[src/hw/rtl/h264_start_code_unit_splitter_assert.svh]
// assertion macros for the splitter rtl
// expects a clock named clk and an active-low reset named rst_n in scope
`ifndef H264_START_CODE_UNIT_SPLITTER_ASSERT_SVH
`define H264_START_CODE_UNIT_SPLITTER_ASSERT_SVH

// property checked on every clock edge outside reset
`define SCU_ASSERT(lbl, prop, msg) \
  lbl: assert property (@(posedge clk) disable iff (!rst_n) (prop)) else $error(msg);

// property checked in the cycle after the trigger, outside reset
`define SCU_ASSERT_NEXT(lbl, trig, prop, msg) \
  lbl: assert property (@(posedge clk) disable iff (!rst_n) (trig) |=> (prop)) \
    else $error(msg);

`endif

[src/hw/rtl/h264scu_pkg.sv]
// shared types, unit kind codes and header classifier for the splitter
// no dependencies
package h264scu_pkg;

  // unit kind codes as reported on the result channel
  localparam logic [2:0] KIND_IDR   = 3'd0;
  localparam logic [2:0] KIND_SPS   = 3'd1;
  localparam logic [2:0] KIND_PPS   = 3'd2;
  localparam logic [2:0] KIND_SEI   = 3'd3;
  localparam logic [2:0] KIND_OTHER = 3'd4;

  // nal_unit_type values of interest
  localparam logic [4:0] NAL_IDR = 5'd5;
  localparam logic [4:0] NAL_SEI = 5'd6;
  localparam logic [4:0] NAL_SPS = 5'd7;
  localparam logic [4:0] NAL_PPS = 5'd8;

  // entries in the queue between front and back
  localparam int QUEUE_DEPTH = 4;

  typedef struct packed {
    logic full;
    logic empty;
  } q_status_t;

  function automatic logic [2:0] classify(input logic [7:0] hdr);
    logic [2:0] k;
    case (hdr[4:0])
      NAL_IDR: k = KIND_IDR;
      NAL_SPS: k = KIND_SPS;
      NAL_PPS: k = KIND_PPS;
      NAL_SEI: k = KIND_SEI;
      default: k = KIND_OTHER;
    endcase
    return k;
  endfunction

endpackage

[src/hw/rtl/h264scu_front.sv]
// front end: start code scan, header classification and unit bookkeeping
// depends on h264scu_pkg
module h264scu_front #(
  parameter int OFFSET_BITS = 32
) (
  input  logic                   clk,
  input  logic                   rst_n,
  input  logic                   fire_i,
  input  logic [7:0]             byte_i,
  input  logic                   eos_i,
  output logic                   push_o,
  output logic [2:0]             kind_o,
  output logic [OFFSET_BITS-1:0] start_o,
  output logic [OFFSET_BITS-1:0] end_o
);

  localparam int OB = OFFSET_BITS;

  logic [1:0]    zero_run_r, zero_run_nxt;
  logic          hdr_pend_r, hdr_pend_nxt;
  logic [OB-1:0] pend_start_r, pend_start_nxt;
  logic [OB-1:0] open_start_r, open_start_nxt;
  logic [2:0]    open_kind_r, open_kind_nxt;
  logic          unit_open_r, unit_open_nxt;
  logic [OB-1:0] byte_cnt_r, byte_cnt_nxt;

  logic          sc_hit;
  logic [OB-1:0] sc_start;
  logic [OB-1:0] cnt_inc;
  logic          open_aft;
  logic [2:0]    kind_aft;
  logic [OB-1:0] start_aft;
  logic          emit_sc;
  logic          emit_eos;

  always_comb begin
    sc_hit   = !hdr_pend_r && (byte_i == 8'h01) && (zero_run_r >= 2'd2);
    sc_start = OB'(byte_cnt_r - OB'(zero_run_r));
    cnt_inc  = OB'(byte_cnt_r + OB'(1));

    // unit state once this word has been taken
    if (hdr_pend_r) begin
      open_aft  = 1'b1;
      kind_aft  = h264scu_pkg::classify(byte_i);
      start_aft = pend_start_r;
    end else if (sc_hit) begin
      open_aft  = 1'b0;
      kind_aft  = open_kind_r;
      start_aft = open_start_r;
    end else begin
      open_aft  = unit_open_r;
      kind_aft  = open_kind_r;
      start_aft = open_start_r;
    end

    emit_sc  = sc_hit && unit_open_r && (open_kind_r != h264scu_pkg::KIND_SEI);
    emit_eos = eos_i && open_aft && (kind_aft != h264scu_pkg::KIND_SEI);

    push_o  = fire_i && (emit_sc || emit_eos);
    kind_o  = emit_sc ? open_kind_r  : kind_aft;
    start_o = emit_sc ? open_start_r : start_aft;
    end_o   = emit_sc ? sc_start     : cnt_inc;

    zero_run_nxt   = zero_run_r;
    hdr_pend_nxt   = hdr_pend_r;
    pend_start_nxt = pend_start_r;
    open_start_nxt = open_start_r;
    open_kind_nxt  = open_kind_r;
    unit_open_nxt  = unit_open_r;
    byte_cnt_nxt   = byte_cnt_r;

    if (fire_i) begin
      if (eos_i) begin
        // stream ends, back to the reset picture
        zero_run_nxt   = 2'd0;
        hdr_pend_nxt   = 1'b0;
        pend_start_nxt = '0;
        open_start_nxt = '0;
        open_kind_nxt  = h264scu_pkg::KIND_IDR;
        unit_open_nxt  = 1'b0;
        byte_cnt_nxt   = '0;
      end else begin
        if (byte_i == 8'h00) begin
          zero_run_nxt = (zero_run_r == 2'd3) ? 2'd3 : 2'(zero_run_r + 2'd1);
        end else begin
          zero_run_nxt = 2'd0;
        end
        hdr_pend_nxt   = sc_hit;
        if (sc_hit) begin
          pend_start_nxt = sc_start;
        end
        open_start_nxt = start_aft;
        open_kind_nxt  = kind_aft;
        unit_open_nxt  = open_aft;
        byte_cnt_nxt   = cnt_inc;
      end
    end
  end

  always_ff @(posedge clk) begin
    if (!rst_n) begin
      zero_run_r   <= 2'd0;
      hdr_pend_r   <= 1'b0;
      pend_start_r <= '0;
      open_start_r <= '0;
      open_kind_r  <= h264scu_pkg::KIND_IDR;
      unit_open_r  <= 1'b0;
      byte_cnt_r   <= '0;
    end else begin
      zero_run_r   <= zero_run_nxt;
      hdr_pend_r   <= hdr_pend_nxt;
      pend_start_r <= pend_start_nxt;
      open_start_r <= open_start_nxt;
      open_kind_r  <= open_kind_nxt;
      unit_open_r  <= unit_open_nxt;
      byte_cnt_r   <= byte_cnt_nxt;
    end
  end

endmodule

[src/hw/rtl/h264scu_queue.sv]
// small fifo of unit reports between the front and the back
// depends on h264scu_pkg and the assertion macro header
`include "h264_start_code_unit_splitter_assert.svh"

module h264scu_queue #(
  parameter int WIDTH = 67
) (
  input  logic                   clk,
  input  logic                   rst_n,
  input  logic                   push_i,
  input  logic [WIDTH-1:0]       wdata_i,
  input  logic                   pop_i,
  output logic [WIDTH-1:0]       rdata_o,
  output h264scu_pkg::q_status_t stat_o
);

  localparam int DEPTH = h264scu_pkg::QUEUE_DEPTH;
  localparam int PTR_W = $clog2(DEPTH);
  localparam int CNT_W = $clog2(DEPTH + 1);

  logic [WIDTH-1:0] mem [DEPTH];
  logic [PTR_W-1:0] wr_ptr_r, wr_ptr_nxt;
  logic [PTR_W-1:0] rd_ptr_r, rd_ptr_nxt;
  logic [CNT_W-1:0] count_r, count_nxt;
  logic             do_push;
  logic             do_pop;

  always_comb begin
    stat_o.full  = (count_r == CNT_W'(DEPTH));
    stat_o.empty = (count_r == '0);
    rdata_o      = mem[rd_ptr_r];
    do_push = push_i && !stat_o.full;
    do_pop  = pop_i && !stat_o.empty;
    wr_ptr_nxt = do_push ? PTR_W'(wr_ptr_r + PTR_W'(1)) : wr_ptr_r;
    rd_ptr_nxt = do_pop  ? PTR_W'(rd_ptr_r + PTR_W'(1)) : rd_ptr_r;
    count_nxt  = count_r;
    if (do_push && !do_pop) begin
      count_nxt = CNT_W'(count_r + CNT_W'(1));
    end else if (do_pop && !do_push) begin
      count_nxt = CNT_W'(count_r - CNT_W'(1));
    end
  end

  always_ff @(posedge clk) begin
    if (do_push) begin
      mem[wr_ptr_r] <= wdata_i;
    end
  end

  always_ff @(posedge clk) begin
    if (!rst_n) begin
      wr_ptr_r <= '0;
      rd_ptr_r <= '0;
      count_r  <= '0;
    end else begin
      wr_ptr_r <= wr_ptr_nxt;
      rd_ptr_r <= rd_ptr_nxt;
      count_r  <= count_nxt;
    end
  end

  // front must be held off while the queue is full
  `SCU_ASSERT(a_no_push_full, !(push_i && stat_o.full), "push into full queue")
  // back must not drain an empty queue
  `SCU_ASSERT(a_no_pop_empty, !(pop_i && stat_o.empty), "pop from empty queue")
  // fill level follows the pointer difference
  `SCU_ASSERT(a_count_ptrs, (PTR_W'(wr_ptr_r - rd_ptr_r) == PTR_W'(count_r)),
    "queue count out of step with pointers")
  // a lone push raises the fill level by one
  `SCU_ASSERT_NEXT(a_push_count, (do_push && !do_pop),
    (count_r == CNT_W'($past(count_r) + CNT_W'(1))), "push did not raise count")

endmodule

[src/hw/rtl/h264scu_back.sv]
// back end: length computation, saturation and the output register
// depends on h264scu_pkg
module h264scu_back #(
  parameter int OFFSET_BITS = 32
) (
  input  logic                   clk,
  input  logic                   rst_n,
  input  h264scu_pkg::q_status_t q_stat_i,
  input  logic [2:0]             q_kind_i,
  input  logic [OFFSET_BITS-1:0] q_start_i,
  input  logic [OFFSET_BITS-1:0] q_end_i,
  output logic                   pop_o,
  output logic                   out_valid_o,
  input  logic                   out_ready_i,
  output logic [2:0]             out_kind_o,
  output logic [31:0]            out_offset_o,
  output logic [31:0]            out_length_o
);

  localparam int OB = OFFSET_BITS;
  localparam logic [OB-1:0] SatLim = OB'(64'h0000_0000_FFFF_FFFF);

  logic          valid_r, valid_nxt;
  logic [2:0]    kind_r;
  logic [31:0]   offset_r;
  logic [31:0]   length_r;
  logic [OB-1:0] len_raw;
  logic [31:0]   len_sat;

  always_comb begin
    pop_o     = !q_stat_i.empty && (!valid_r || out_ready_i);
    len_raw   = OB'(q_end_i - q_start_i);
    len_sat   = (len_raw > SatLim) ? 32'hFFFF_FFFF : 32'(len_raw);
    valid_nxt = pop_o ? 1'b1 : (out_ready_i ? 1'b0 : valid_r);
  end

  always_ff @(posedge clk) begin
    if (!rst_n) begin
      valid_r <= 1'b0;
    end else begin
      valid_r <= valid_nxt;
    end
  end

  always_ff @(posedge clk) begin
    if (pop_o) begin
      kind_r   <= q_kind_i;
      offset_r <= 32'(q_start_i);
      length_r <= len_sat;
    end
  end

  assign out_valid_o  = valid_r;
  assign out_kind_o   = kind_r;
  assign out_offset_o = offset_r;
  assign out_length_o = length_r;

endmodule

[src/hw/rtl/h264_start_code_unit_splitter.sv]
// top level of the annex b start code unit splitter
// depends on h264scu_pkg, h264scu_front, h264scu_queue and h264scu_back
//
//  channel | dir | payload                                   | end mark
//  in_     | in  | tdata[7:0] stream byte                    | tlast end of stream
//  out_    | out | tdata[31:0] offset, tdata[63:32] length   | tlast last result
//          |     | tuser[2:0] unit kind                      |
//
// one input word per clock while the report queue is not full; the scanner decides
// in the cycle of the accept, so throughput is set by the four-entry report queue
// and the output register, which drain one report per clock while out_ is ready.
// each report is registered in the queue, then in the output register, before out_.
// reset is synchronous, active low, and clears scanner state, queue and output valid.
// in_tready drops only while the report queue is full; out_ stalls fill the queue.
module h264_start_code_unit_splitter #(
  parameter int OFFSET_BITS = 32
) (
  input  logic        clk,
  input  logic        rst_n,
  input  logic        in_tvalid,
  output logic        in_tready,
  input  logic [7:0]  in_tdata,   // [7:0] data_byte
  input  logic        in_tlast,   // end_of_stream
  output logic        out_tvalid,
  input  logic        out_tready,
  output logic [63:0] out_tdata,  // [31:0] unit_offset, [63:32] unit_length
  output logic [2:0]  out_tuser,  // [2:0] unit_kind
  output logic        out_tlast   // last_result
);

  localparam int OB    = OFFSET_BITS;
  localparam int QW    = 3 + 2 * OB;

  logic                   in_fire;
  logic                   f_push;
  logic [2:0]             f_kind;
  logic [OB-1:0]          f_start;
  logic [OB-1:0]          f_end;
  logic [QW-1:0]          q_rdata;
  logic                   b_pop;
  h264scu_pkg::q_status_t q_stat;
  logic [31:0]            o_offset;
  logic [31:0]            o_length;

  // accept whenever the queue has room for a possible report
  assign in_tready = !q_stat.full;
  assign in_fire   = in_tvalid && in_tready;

  h264scu_front #(.OFFSET_BITS(OB)) u_front (
    .clk     (clk),
    .rst_n   (rst_n),
    .fire_i  (in_fire),
    .byte_i  (in_tdata),
    .eos_i   (in_tlast),
    .push_o  (f_push),
    .kind_o  (f_kind),
    .start_o (f_start),
    .end_o   (f_end)
  );

  // entry layout: kind on top, then unit start, then unit end
  h264scu_queue #(.WIDTH(QW)) u_queue (
    .clk     (clk),
    .rst_n   (rst_n),
    .push_i  (f_push),
    .wdata_i ({f_kind, f_start, f_end}),
    .pop_i   (b_pop),
    .rdata_o (q_rdata),
    .stat_o  (q_stat)
  );

  h264scu_back #(.OFFSET_BITS(OB)) u_back (
    .clk          (clk),
    .rst_n        (rst_n),
    .q_stat_i     (q_stat),
    .q_kind_i     (q_rdata[QW-1 -: 3]),
    .q_start_i    (q_rdata[2*OB-1 -: OB]),
    .q_end_i      (q_rdata[OB-1:0]),
    .pop_o        (b_pop),
    .out_valid_o  (out_tvalid),
    .out_ready_i  (out_tready),
    .out_kind_o   (out_tuser),
    .out_offset_o (o_offset),
    .out_length_o (o_length)
  );

  assign out_tdata = {o_length, o_offset};
  // a word closes at most one unit, so every report is the last of its word
  assign out_tlast = 1'b1;

endmodule
[config.mk]
export PLATFORM = sky130hd
export DESIGN_NAME = h264_start_code_unit_splitter
export DESIGN_NICKNAME = d
export VERILOG_FILES = /design/src/hw/rtl/h264scu_pkg.sv /design/src/hw/rtl/h264scu_front.sv /design/src/hw/rtl/h264scu_queue.sv /design/src/hw/rtl/h264scu_back.sv /design/src/hw/rtl/h264_start_code_unit_splitter.sv
export VERILOG_INCLUDE_DIRS = /design/src /design/src/hw/rtl
export SDC_FILE = /design/constraint.sdc
export NUM_CORES = 1
export LEC_CHECK = 0
export BUFFER_PORTS_ARGS = -buffer_cell sky130_fd_sc_hd__buf_4
export CAP_MARGIN = 20
export CORE_MARGIN = 3
export CORE_UTILIZATION = 52
export CTS_CLUSTER_SIZE = 8
export DETAILED_ROUTE_END_ITERATION = 10
export PLACE_DENSITY = 0.69
export SYNTH_ARGS = -nofsm -noshare
export SYNTH_HDL_FRONTEND = slang
export SYNTH_SLANG_ARGS = --single-unit
[constraint.sdc]
create_clock -name clk -period 8.8 [get_ports clk]
set_input_delay 1.32 -clock clk [delete_from_list [all_inputs] [get_ports clk]]
set_output_delay 1.32 -clock clk [all_outputs]
set_load 0.005 [all_outputs]
Word level (Yosys, flattened, before mapping)
Memory sizes are Yosys's and may differ from the RTL's. A register that Yosys moved wholly into a read port is not among the register bits. Cells that the tools add are included.

$add $sub $neg: 8. Reductions and logical operators: 27. Equal/unequal tests: 9. Order comparisons: 2. Multiplexer cells: 26.

Operators with widths (count): $mux 32 (7); $add 32x1->32 const B (1); $gt 32x32->1 const B (1); $sub 32x2->32 (1); $sub 32x32->32 (1); $eq 5x3->1 const B (3); $mux 3 (5); $logic_and 1x1->1 (13); $pmux 3 s4 (1); $mux 2 (5); $eq 8x1->1 const B (1); $logic_not 8->1 (1); $mux 1 (8); $add 2x1->2 const B (3); $logic_not 1->1 (6); $ne 3x2->1 const B (2); $reduce_bool 2->1 (3); $eq 5x4->1 const B (1); $add 3x1->3 const B (1); $eq 3x3->1 const B (1); $logic_not 3->1 (1); $sub 3x1->3 const B (1); $eq 2x2->1 const B (1); $ge 2x2->1 const B (1); 2 further kinds (3).

Bits in registers: 178. Output and inout bits: 70. Bits of input ports: 13. Logic and storage cells: 87. Bits in writable memories: 268. Memories: 1.

Memory list: u_queue.mem (words 4, width 67, rd ports 1, clocked after memory_dff 1, write ports 1, RTL line h264scu_queue.sv:21) `logic [WIDTH-1:0] mem [DEPTH];`.

Depth between registers and ports, before layout
Depth in word-level cells: 14. Gate-level depth with buffers: 15. Gate-level depth less buffers: 13.

By module
From an unflattened synthesis, not the netlist that was laid out.

Cell total of the unflattened synthesis: 1503. Area, all modules: 20231.9 um^2.

By module, submodules not included: h264scu_queue (times used 1, area an instance 10174.8 um^2, seq. area each 8227.9 um^2, cells each 398); h264scu_front (times used 1, area an instance 6237.2 um^2, seq. area each 2062.0 um^2, cells each 769); h264scu_back (times used 1, area an instance 3798.6 um^2, seq. area each 2031.9 um^2, cells each 332); h264_start_code_unit_splitter (times used 1, area an instance 21.3 um^2, seq. area each 0.0 um^2, cells each 4).

Least setup slack after synthesis
OpenSTA, ideal clock, no wires.

Kind: input -> register. From: in out_tready. To: reg u_queue.count_r[2]. Stages: 9. Library setup time: 0.076 ns. Slack: 2.695 ns. Buffers on the path: 0. Required time: 8.724 ns. Arrival: 6.029 ns. Path through: inv_1 a21oi_1 inv_1 ha_1 inv_1 fa_1 xor2_1 or3_1 a21boi_0.

Longest elaborated chain between the ends: 6. Elaborated cells between the ends (all ways): 8. Those cells by class: mux: 1; reduce/logical: 7.

Ends and longest elaborated chain: start: declaration (RTL line h264_start_code_unit_splitter.sv:25) `input logic out_tready,`; $logic_or 1x1->1 (*) (RTL line h264scu_back.sv:31) `pop_o = !q_stat_i.empty && (!valid_r || out_ready_i);`; $logic_and 1x1->1 (*) (RTL line h264scu_back.sv:31); named net b_pop (RTL line h264_start_code_unit_splitter.sv:40) `logic b_pop;`; $logic_and 1x1->1 (*) (RTL line h264scu_queue.sv:33) `do_pop = pop_i && !stat_o.empty;`; $logic_not 1->1 (RTL line h264scu_queue.sv:37) `if (do_push && !do_pop) begin`; $logic_and 1x1->1 (RTL line h264scu_queue.sv:37); $mux 3 / $reduce_bool 2->1 (equally long branches); end signal: assignment (RTL line h264scu_queue.sv:58) `count_r <= count_nxt;`; end: declaration (RTL line h264scu_queue.sv:24) `logic [CNT_W-1:0] count_r, count_nxt;`.

Mark *: on every way through the listed nets, which the timed path passes. The rest lies on a longest branch. A chain may end at the register's enable or synchronous reset.

==> metrics <==
clk_skew=about 0.024 ns; ys async rst share=0; Core ar.=37800 um^2; Hold Path Origin=u_front.zero_run_r[0]; Hold Path End=u_front.zero_run_r[0]; clk_lat worst skew=0.58 ns; kind of critical path=register to register; most common cell in the netlist=edfxtp_1; DR vias=12100; DRC=0; Post-Syn Instances=1502; Seq pwr share=0.392; layout cells sized above 1=0.181; peak supply drop=0.171 mV; slew margin rel.=0.289; first-pass GRT wire length=roughly 67 mm; f_max=between 150 and 200 MHz; internal power=4.82 mW; EDFF count, synth=335; cts bufs inserted=61; Mean Syn Cell Area=13.3 um^2; area grow syn2layout=13.7%; reg-to-reg endpoint=u_back.out_length_o[31]; clk root buf=clkbuf_16; post-route ant nets=0; clock power share=0.302; Synth area leader=edfxtp_1; clk slew on worst S/H paths=0.05 ns; Switch Pwr=2.02 mW; die area=40900 um^2; Final period util=0.575; Mapped Area=20000 um^2; Switching Fraction=0.295; row cnt=71; CTS sink count=448; Reg2Reg Setup Slack=about 3.7 ns; drt wl/cell=roughly 20 um; # fillers=2981; diodes inserted=0; nets=1625; CP required=just over 9 ns; status=complete, no violations; Final Slew Violations=0; synthesized flop and latch total=448; Clock Path Buffers=3; CP startpoint kind=register; MaxCap Viol Count=0; Die Wd=202 um; PortBufs=81; drt pass-1 iters=6; antenna violations before repair=0; Setup TNS=0 ns; CTS tree=built; combinational share of power=0.306; Total GRT Usage=0.210; Initial Util=0.529; hold_ws=0.503 ns; DRT iter0 DRCs=roughly 1100; Synth cell types=67; die height=around 200 um; Synth area leaders=edfxtp_1 (50%), dfxtp_1 (11%), mux4_2 (7.5%); top_reg_cell synth=edfxtp_1; Final setup viols=0; detailed placement HPWL=26.9 mm; total wire length=42.9 mm; total I/O pin count=83; worst hold stages=1; CP endpoint kind=register; top post-synthesis cells by count=edfxtp_1 (335), dfxtp_1 (113), a21oi_1 (91); min Tclk post-route=roughly 5.1 ns; LEAKAGE=7.93 nW; critical path fanouts, max=38; worst slew pin tran=approximately 1.1 ns; H-tree level count=2; Pwr Density=301 nW/um^2; number of gates resized after CTS=0; Post-Syn Nets=1557; Via density=around 5.7; top cell type's share of synthesized area=0.502; Seq/Total Area, Yosys=0.615; Hold Crit Class=register to register; Arr. time, crit path=5.49 ns; vias in the first global route=11900; cts hold-fix bufs=0; routability cong.=0.852; largest net degree at the start of global routing=112; Warnings, synthesis=0; setup bufs post-CTS=0; unrepaired setup endpoints after global routing=no; final hold violation count=0; Reg2Reg Depth=11; GR Overflow Total=0
==> worst max path at each step <==
stage                           start  slack (ns)  depth (start not counted)                      end
final                        register        3.74                         11  u_back.out_length_o[31]
after global routing         register        3.42                         11  u_back.out_length_o[31]
after CTS                    register        3.67                         11  u_back.out_length_o[31]
after detailed placement  in_tdata[4]        3.56                         10       u_queue.mem[0][36]
after global placement    in_tdata[4]        3.61                         10       u_queue.mem[0][34]
after floorplan            out_tready        2.70                          9       u_queue.count_r[2]
==> critical path, stage by stage, from the launching register on <==
cell and delay, ns:
dfxtp_4 0.73, buf_4 0.74, mux4_2 0.61, ha_1 0.29, nor2b_1 0.19, o211ai_1 0.14, a31oi_1 0.52, a31oi_1 0.37
o21ai_0 0.67, a21oi_1 0.16, or3_1 0.37, nand3_1 0.09
==> placed cells by master, fill, tap and decap left out, drive strengths merged, types with 56 or more instances in the layout <==
master	n
edfxtp	335
dfxtp	113
buf	98
a21oi	91
nor2b	87
clkbuf	84
nand2	71
nor2	68
mux4	67
o21ai	65
xnor2	58
inv	56
==> power groups by stage <==
stage / sequential, mW / combinational [mW] / clock (mW)
CTS: 2.69 / 2.09 / 2.12
finish: 2.68 / 2.09 / 2.07
global placement: 2.73 / 2.04 / 0
global route: 2.71 / 2.29 / 2.20
detailed placement: 2.73 / 2.07 / 0
floorplan: 2.67 / 1.05 / 0
==> state kept, by name, indices dropped and copies added (netlist names), 2 cells and up, named ones only <==
signal / count
u_queue.mem: 268
u_queue.wr_ptr_r: 2
u_queue.count_r: 3
u_front.open_start_r: 32
u_back.out_offset_o: 32
u_front.open_kind_r: 3
u_front.byte_cnt_r: 32
u_queue.rd_ptr_r: 2
u_front.pend_start_r: 32
u_back.out_kind_o: 3
u_back.out_length_o: 32
u_front.zero_run_r: 2
==> area by class of cell <==
type / instances / area (um^2) / area share
sequential: 448 / 12300 / 0.542
multi-input combinational: 906 / 7180 / 0.315
clock buffer: 84 / 1660 / 0.0727
timing repair buffer: 98 / 748 / 0.0329
tap: 511 / 639 / 0.0281
inverter: 55 / 206 / 0.00907
clock inverter: 1 / 8.76 / 0.000385
==> stage by stage <==
step	cell area, um^2	power, mW	utilization	setup slack, ns	instances
final	22800	6.84	0.602	3.74	2103
after CTS	22700	6.90	0.601	3.67	2102
after global placement	21100	4.77	0.557	3.61	2017
after detailed placement	21100	4.80	0.557	3.56	2017
after global routing	22800	7.20	0.602	3.42	2103
after floorplan	20000	3.72	-	2.70	1502
==> logic make-up after synthesis <==
| logic type | share of synthesized area |
|---|---|
| flip-flops | 0.615 |
| AND/OR/NAND/NOR | 0.113 |
| AO/OA/AOI/OAI | 0.0803 |
| buffers and inverters | 0.0285 |
| multiplexers | 0.0964 |
| XOR/XNOR | 0.0389 |
| adder cells (fa/ha/maj) | 0.0274 |
| other | 0.000187 |
==> layer usage <==
layer	up-vias	part of all wire	track usage
met1	5968	0.46	0.309
met3	67	0.062	0.0377
met2	332	0.46	0.326
met5	-	0	0
met4	0	0.023	0.0584
li1	5711	-	-
Power figures use the tool's default switching activity.
